[src/design/pbrf_pkg.sv]
`default_nettype none

package pbrf_pkg;

  localparam int LENGTH_BITS_DEFAULT = 32;
  localparam int VALUE_BITS = 64;
  localparam int FIELD_BITS = 61;
  localparam int SHIFT_BITS = 7;

  // Byte counts of the fixed-size bodies.
  localparam int FIXED64_BYTES = 8;
  localparam int FIXED32_BYTES = 4;

  localparam logic [7:0] GROUP_MASK = 8'h7F;
  localparam logic [7:0] CONT_MASK  = 8'h80;
  localparam logic [7:0] WT_MASK    = 8'h07;

  typedef enum logic [2:0] {
    WT_VARINT  = 3'd0,
    WT_FIXED64 = 3'd1,
    WT_LENGTH  = 3'd2,
    WT_FIXED32 = 3'd5
  } wire_type_t;

  typedef enum logic [1:0] {
    PH_TAG    = 2'd0,
    PH_VALUE  = 2'd1,
    PH_LENGTH = 2'd2,
    PH_SKIP   = 2'd3
  } phase_t;

  typedef enum logic [1:0] {
    ST_COMPLETE  = 2'd0,
    ST_TRUNCATED = 2'd1,
    ST_OVERRUN   = 2'd2
  } status_t;

  typedef struct packed {
    logic [7:0] data_byte;
    logic       byte_valid;
    logic       last_byte;
  } item_t;

  typedef struct packed {
    logic [VALUE_BITS-1:0] device_address;
    logic [VALUE_BITS-1:0] request_kind;
    status_t               parse_status;
  } result_t;

  // Parser state as seen from outside the decoder.
  typedef struct packed {
    phase_t phase;
    logic   shift_zero;
    logic   skip_pending;
  } dec_view_t;

endpackage

`default_nettype wire

[src/design/pbrf_input_stage.sv]
`default_nettype none

module pbrf_input_stage
  import pbrf_pkg::*;
(
  input  wire logic  clk,
  input  wire logic  rst,
  input  wire logic  load,
  input  wire item_t item_in,
  input  wire logic  consume,
  output logic       held,
  output item_t      item_q
);

  always_ff @(posedge clk) begin
    if (rst) begin
      held <= 1'b0;
    end else if (load) begin
      held <= 1'b1;
    end else if (consume) begin
      held <= 1'b0;
    end
  end

  always_ff @(posedge clk) begin
    if (load) begin
      item_q <= item_in;
    end
  end

endmodule

`default_nettype wire

[src/design/pbrf_decode.sv]
`default_nettype none

module pbrf_decode
  import pbrf_pkg::*;
#(
  parameter int LENGTH_BITS = LENGTH_BITS_DEFAULT
) (
  input  wire logic  clk,
  input  wire logic  rst,
  input  wire logic  step,
  input  wire item_t item,
  output result_t    result,
  output dec_view_t  view
);

  localparam logic [VALUE_BITS-1:0] LenMax =
    (LENGTH_BITS >= VALUE_BITS) ? {VALUE_BITS{1'b1}}
                                : ((VALUE_BITS'(1) << LENGTH_BITS) - VALUE_BITS'(1));

  phase_t                 phase, phase_next;
  logic [VALUE_BITS-1:0]  accumulator, accumulator_next;
  logic [SHIFT_BITS-1:0]  bit_shift, bit_shift_next;
  logic [FIELD_BITS-1:0]  current_field, current_field_next;
  logic [LENGTH_BITS-1:0] skip_remaining, skip_remaining_next;
  logic [VALUE_BITS-1:0]  address_value, address_value_next;
  logic [VALUE_BITS-1:0]  kind_value, kind_value_next;

  logic [VALUE_BITS-1:0] acc_tmp;
  logic [SHIFT_BITS-1:0] shift_tmp;
  logic [VALUE_BITS-1:0] len_sat;
  logic [2:0]            wt;
  logic [7:0]            group;

  always_comb begin
    phase_next          = phase;
    accumulator_next    = accumulator;
    bit_shift_next      = bit_shift;
    current_field_next  = current_field;
    skip_remaining_next = skip_remaining;
    address_value_next  = address_value;
    kind_value_next     = kind_value;
    group     = item.data_byte & GROUP_MASK;
    acc_tmp   = accumulator;
    shift_tmp = bit_shift;
    wt        = acc_tmp[2:0] & WT_MASK[2:0];
    len_sat   = (acc_tmp > LenMax) ? LenMax : acc_tmp;

    if (step && item.byte_valid) begin
      if (phase == PH_SKIP) begin
        if (skip_remaining != '0) begin
          skip_remaining_next = skip_remaining - LENGTH_BITS'(1);
        end
        if (skip_remaining_next == '0) begin
          phase_next = PH_TAG;
        end
      end else begin
        // Groups at bit 64 and beyond are dropped; the shift stops there.
        if (!bit_shift[SHIFT_BITS-1]) begin
          acc_tmp   = accumulator | (VALUE_BITS'(group[6:0]) << bit_shift[5:0]);
          shift_tmp = bit_shift + SHIFT_BITS'(7);
        end
        wt      = acc_tmp[2:0] & WT_MASK[2:0];
        len_sat = (acc_tmp > LenMax) ? LenMax : acc_tmp;
        if ((item.data_byte & CONT_MASK) == 8'h00) begin
          accumulator_next = '0;
          bit_shift_next   = '0;
          unique case (phase)
            PH_TAG: begin
              current_field_next = acc_tmp[VALUE_BITS-1:3];
              unique case (wt)
                WT_VARINT:  phase_next = PH_VALUE;
                WT_LENGTH:  phase_next = PH_LENGTH;
                WT_FIXED64: begin
                  phase_next          = PH_SKIP;
                  skip_remaining_next = LENGTH_BITS'(FIXED64_BYTES);
                end
                WT_FIXED32: begin
                  phase_next          = PH_SKIP;
                  skip_remaining_next = LENGTH_BITS'(FIXED32_BYTES);
                end
                default: phase_next = PH_TAG;
              endcase
            end
            PH_VALUE: begin
              if (current_field == FIELD_BITS'(1)) begin
                address_value_next = acc_tmp;
              end else if (current_field == FIELD_BITS'(2)) begin
                kind_value_next = acc_tmp;
              end
              phase_next = PH_TAG;
            end
            default: begin
              if (len_sat == '0) begin
                phase_next = PH_TAG;
              end else begin
                skip_remaining_next = len_sat[LENGTH_BITS-1:0];
                phase_next          = PH_SKIP;
              end
            end
          endcase
        end else begin
          accumulator_next = acc_tmp;
          bit_shift_next   = shift_tmp;
        end
      end
    end

    result.device_address = address_value_next;
    result.request_kind   = kind_value_next;
    if (phase_next == PH_SKIP) begin
      result.parse_status = ST_OVERRUN;
    end else if (phase_next == PH_TAG && bit_shift_next == '0) begin
      result.parse_status = ST_COMPLETE;
    end else begin
      result.parse_status = ST_TRUNCATED;
    end

    // The end of a payload returns the parser to its start state.
    if (step && item.last_byte) begin
      phase_next          = PH_TAG;
      accumulator_next    = '0;
      bit_shift_next      = '0;
      current_field_next  = '0;
      skip_remaining_next = '0;
      address_value_next  = '0;
      kind_value_next     = '0;
    end
  end

  always_ff @(posedge clk) begin
    if (rst) begin
      phase          <= PH_TAG;
      accumulator    <= '0;
      bit_shift      <= '0;
      current_field  <= '0;
      skip_remaining <= '0;
      address_value  <= '0;
      kind_value     <= '0;
    end else begin
      phase          <= phase_next;
      accumulator    <= accumulator_next;
      bit_shift      <= bit_shift_next;
      current_field  <= current_field_next;
      skip_remaining <= skip_remaining_next;
      address_value  <= address_value_next;
      kind_value     <= kind_value_next;
    end
  end

  assign view.phase        = phase;
  assign view.shift_zero   = (bit_shift == '0);
  assign view.skip_pending = (skip_remaining != '0);

endmodule

`default_nettype wire

[src/design/pbrf_output_stage.sv]
`default_nettype none

module pbrf_output_stage
  import pbrf_pkg::*;
(
  input  wire logic    clk,
  input  wire logic    rst,
  input  wire logic    load,
  input  wire result_t result_in,
  input  wire logic    out_stall,
  output logic         out_valid,
  output result_t      result_q
);

  always_ff @(posedge clk) begin
    if (rst) begin
      out_valid <= 1'b0;
    end else if (load) begin
      out_valid <= 1'b1;
    end else if (!out_stall) begin
      out_valid <= 1'b0;
    end
  end

  always_ff @(posedge clk) begin
    if (load) begin
      result_q <= result_in;
    end
  end

endmodule

`default_nettype wire

[src/design/protobuf_request_field_parser.sv]
// Channel  Handshake             Payload
// in       in_valid / in_stall   data_byte[7:0], byte_valid, last_byte
// out      out_valid / out_stall device_address[63:0], request_kind[63:0],
//                                parse_status[1:0]
//
// One request is accepted per cycle while in_stall is low. A byte is registered,
// then decoded into the parser state when it leaves the input register; a
// last_byte request also loads the result register at that edge.
// Reset is synchronous and clears the parser to the expecting-tag state.
// in_stall rises only while a held last_byte request waits on a stalled,
// full result register.
`default_nettype none

module protobuf_request_field_parser
  import pbrf_pkg::*;
#(
  parameter int LENGTH_BITS = LENGTH_BITS_DEFAULT
) (
  input  wire logic        clk,
  input  wire logic        rst,
  input  wire logic        in_valid,
  output logic             in_stall,
  input  wire logic [7:0]  data_byte,
  input  wire logic        byte_valid,
  input  wire logic        last_byte,
  output logic             out_valid,
  input  wire logic        out_stall,
  output logic [63:0]      device_address,
  output logic [63:0]      request_kind,
  output logic [1:0]       parse_status
);

  item_t     item_in, item_q;
  logic      held, consume, accept;
  result_t   dec_result, result_q;
  dec_view_t view;

  assign item_in.data_byte  = data_byte;
  assign item_in.byte_valid = byte_valid;
  assign item_in.last_byte  = last_byte;

  // Only a request that ends a payload needs room in the result register.
  assign consume  = held && (!item_q.last_byte || !out_valid || !out_stall);
  assign in_stall = held && !consume;
  assign accept   = in_valid && !in_stall;

  pbrf_input_stage u_input (
    .clk     (clk),
    .rst     (rst),
    .load    (accept),
    .item_in (item_in),
    .consume (consume),
    .held    (held),
    .item_q  (item_q)
  );

  pbrf_decode #(
    .LENGTH_BITS (LENGTH_BITS)
  ) u_decode (
    .clk    (clk),
    .rst    (rst),
    .step   (consume),
    .item   (item_q),
    .result (dec_result),
    .view   (view)
  );

  pbrf_output_stage u_output (
    .clk       (clk),
    .rst       (rst),
    .load      (consume && item_q.last_byte),
    .result_in (dec_result),
    .out_stall (out_stall),
    .out_valid (out_valid),
    .result_q  (result_q)
  );

  assign device_address = result_q.device_address;
  assign request_kind   = result_q.request_kind;
  assign parse_status   = result_q.parse_status;

`ifndef ASSERT_OFF
  a_result_from_last: assert property (@(posedge clk) disable iff (rst)
    out_valid && !$past(out_valid) |-> $past(consume && item_q.last_byte))
    else $error("result appeared without a payload end");

  a_restart_after_last: assert property (@(posedge clk) disable iff (rst)
    consume && item_q.last_byte |=> view.phase == PH_TAG && view.shift_zero)
    else $error("parser not back at tag start after payload end");

  a_skip_has_bytes: assert property (@(posedge clk) disable iff (rst)
    view.phase == PH_SKIP |-> view.skip_pending)
    else $error("skip phase with no bytes left to skip");

  a_stall_cause: assert property (@(posedge clk) disable iff (rst)
    in_stall |-> held && item_q.last_byte && out_valid && out_stall)
    else $error("input stalled without a blocked result");
`endif

endmodule

`default_nettype wire

[config.mk]
export PLATFORM = sky130hd
export DESIGN_NAME = protobuf_request_field_parser
export DESIGN_NICKNAME = d
export VERILOG_FILES = /design/src/design/pbrf_pkg.sv /design/src/design/pbrf_input_stage.sv /design/src/design/pbrf_decode.sv /design/src/design/pbrf_output_stage.sv /design/src/design/protobuf_request_field_parser.sv
export SDC_FILE = /design/constraint.sdc
export NUM_CORES = 1
export LEC_CHECK = 0
export ABC_AREA = 1
export ABC_CLOCK_PERIOD_IN_PS = 10300
export BUFFER_PORTS_ARGS = -buffer_cell sky130_fd_sc_hd__buf_2
export CAP_MARGIN = 20
export CORE_UTILIZATION = 50
export DETAILED_ROUTE_END_ITERATION = 10
export GPL_TIMING_DRIVEN = 0
export PLACE_DENSITY = 0.75
export SLEW_MARGIN = 30
export SYNTH_ARGS = -nofsm -noshare
export SYNTH_HDL_FRONTEND = slang
export SYNTH_SLANG_ARGS = --single-unit
[constraint.sdc]
create_clock -name clk -period 10.3 [get_ports clk]
set_input_delay 3.09 -clock clk [delete_from_list [all_inputs] [get_ports clk]]
set_output_delay 3.09 -clock clk [all_outputs]
set_load 0.005 [all_outputs]
==> run summary <==
Synth-to-layout area growth: 15.5%
Critical path launch point type: input port
Syn Area/Cell: 8.06 um2
Adder-cell share of the synthesized area: 0.202%
Die Y: 195 um
Initial Util: 50.7%
Total Wirelength: 54.0 mm
Compound-Gate Fraction of Synth Area: 11.6%
Full die area: 37900 um2
Antenna Nets Post-Route: 0
CTS Hold Buffers Added: 0
FF+latch area: 10100 um2
Longest Clk Path Bufs: 3
Worst hold path class: flop to flop
Min-delay src: u_decode.accumulator[45]$_SDFFE_PP0P_
Max FO, Critical Path: 3
Worst r2r path cells: 11
Worst-path clk slew: 60 ps
Core area: 36600 um2
PD cells: 177 nW/um2
Total grt overflow: 0
Depth of the CTS H-tree: 2
Fillcell total: 3280
VDD IR max: 0.114 mV
Period utilisation layout: 64.6%
Row count: 70
F_max: 150 MHz
Routability Congestion: 1.01
Synth Register Bits: 436
Period minus WS final: 6650 ps
Layout Nets: 2516
Via count: 16500
Distinct cell type count after synthesis: 44
Tot GR Track Use: 28.1%
Critical Path End Type: output pin
IO Port Bufs: 145
Critical Path Slowest Stage Cell: buf_2
Syn_nets: 2323
Mean number of vias per cell: 5.50
Max Slew Vio Count: 0
Detailed Route Iter0 Violations: 1465
First-pass GRT wire length: 83.4 mm
Comb pwr share: 8.5%
Min-Delay Path Depth: 2
Seq/Total Area, Yosys: 54.5%
Layout cell share with drive strength beyond 1: 11.4%
Worst EP required: 7210 ps
Net Sw Frac: 24.6%
Mapped cell area: 18600 um2
Critical Path AT: 3560 ps
Reg2reg start: u_decode.phase[1]$_SDFF_PP0_
Sw Pwr: 937 uW
DRC: 0
Worst R2R End: u_output.result_q[35]$_DFFE_PP_
Slowest stage delay, CP: 110 ps
CP cell instances: buf_2 > nand2_1 > inv_1 > nand3_1 > inv_1 > buf_2
Simple logic cell fraction of the synthesized area: 24.4%
Post-DP HPWL: 40.4 mm
Sequential share of power: 47.5%
DRT Pass-1 Iters: 6
Worst setup path class: input port to output pin
Per-cell routed wire length: 18.0 um
Mapped Cells: 2306
Status: complete, no violations
Largest family of logic cells by synthesized area: simple AND/OR/NAND/NOR gates
Post_cts resized: 0
Min-Delay Endpoint: u_decode.accumulator[45]$_SDFFE_PP0P_
Chip Width: 195 um
Largest net degree at the start of global routing: 102
Area of the multi-input gates: 7030 um2
Endpoints failing setup: 0
Xor and xnor fraction of the mapped netlist area: 1.56%
Vias in the first global route: 15500
Sinks on Clock Net: 436
Post-CTS Setup Repair Bufs: 0
Clk_skew: 17.6 ps
Pint: 2.86 mW
FF-to-FF setup slack: 6500 ps
Root Driver: clkbuf_16
Relative slew margins: 29.4%
CTS tree: yes
Later-pin clock latency in the skew report: 590 ps
N_diodes: 0
RSZ-0062 raised after global routing: false
Clock share of power: 44.0%
Multiplexer share of the synthesized area: 0%
Worst Tran Pin Value: 1050 ps
Initial antenna violation count: 1
Util after Layout: 58.6%
Synth warn: 0
Num CTS Buffers: 45
Total negative slack: 0 ps
Leak: 9.81 nW
Final hold violation count: 0
# Max-Cap Violations: 0
I/O Pins: 146
==> cell type report <==
type	count	share of cell area, %
Timing Repair Buffer	146	3.51
Multi-Input combinational cell	1512	32.8
Clock buffer	56	5.87
Sequential cell	436	47.2
Tap cell	468	2.73
Clock inverter	28	1.28
Inverter	246	4.35
Buffer	112	2.32
==> synth_stat cells (all sizes together) <==
master | instances | area, um2
o211ai | 41 | 308
inv | 240 | 903
or2 | 3 | 18.8
nand3 | 92 | 475
clkinv | 6 | 22.5
edfxtp | 140 | 4200
o211a | 8 | 80.1
dfxtp | 296 | 5930
nand4 | 42 | 269
a211oi | 46 | 345
o31ai | 1 | 7.51
xor2 | 12 | 105
a221oi | 2 | 17.5
o21ai | 61 | 305
a32oi | 3 | 26.3
and2 | 1 | 6.26
o21bai | 1 | 7.51
a22oi | 3 | 22.5
o22ai | 19 | 119
xnor2 | 21 | 184
clkbuf | 78 | 293
ha | 3 | 37.5
nor3 | 8 | 40.0
nor2 | 240 | 928
a21oi | 172 | 883
nor4 | 18 | 113
a31oi | 3 | 40.0
nand2 | 712 | 2690
buf | 34 | 205
==> critical path: cells and delay by family <==
family / cells / cell delay [ps]
buffers and inverters: 4 / 350
AND/OR/NAND/NOR: 2 / 130
==> power by group through the flow <==
stage / clock [mW] / sequential (mW) / combinational (mW)
floorplan: 0 / 1.84 / 0.214
global placement: 0 / 1.84 / 0.312
detailed placement: 0 / 1.84 / 0.317
CTS: 1.69 / 1.81 / 0.319
global route: 1.76 / 1.81 / 0.352
finish: 1.67 / 1.81 / 0.325
==> cell usage in the layout (no fill, tap or decap), types with 47 or more instances in the layout <==
master,synthesis,final
o21ai_0,53,52
dfxtp_1,296,296
a21oi_1,166,166
nor2_1,231,231
nand2_1,707,707
edfxtp_1,140,140
clkbuf_1,78,82
clkbuf_16,0,47
inv_1,232,231
nand3_1,89,89
buf_2,20,165
==> metrics by stage <==
step	setup WS [ps]	area, um2	hold slack [ps]	total power [mW]	std cells
after detailed placement	3650	19900	451	2.16	2920
final	3650	21500	461	3.80	3004
after CTS	3640	21500	461	3.81	3004
after global routing	3570	21500	482	3.91	3004
after global placement	2700	19900	444	2.16	2919
after floorplan	3860	18600	430	2.06	2306
==> state kept, by name, summed over array words and instances (netlist names), 7 cells and up <==
signal / cells
u_decode.current_field: 61
u_decode.bit_shift: 7
u_decode.skip_remaining: 32
u_output.result_q: 130
u_decode.accumulator: 64
u_decode.kind_value: 64
u_input.item_q: 10
u_decode.address_value: 64
==> logic make-up after synthesis <==
| group | Yosys count |
|---|---|
| XOR/XNOR | 33 |
| AO/OA/AOI/OAI | 360 |
| AND/OR/NAND/NOR | 1116 |
| flip-flops | 436 |
| adder cells (fa/ha/maj) | 3 |
| buffers and inverters | 358 |
==> worst max path at each step <==
stage,start,endpoint,slack (ps),depth (start not counted)
after floorplan,out_stall,in_stall,3860,4
after global placement,out_stall,u_output.result_q[89]$_DFFE_PP_,2700,8
after detailed placement,out_stall,in_stall,3650,6
after CTS,out_stall,in_stall,3640,6
after global routing,out_stall,in_stall,3570,6
final,out_stall,in_stall,3650,6
==> metal layers <==
| layer | part of all wire [%] | track usage [%] |
|---|---|---|
| met1 | 44 | 39.1 |
| met4 | 3.0 | 9.92 |
| met2 | 44 | 43.7 |
| met5 | 0.017 | 0 |
| met3 | 8.8 | 5.57 |
No activity file was read; power rests on OpenSTA's default activity.
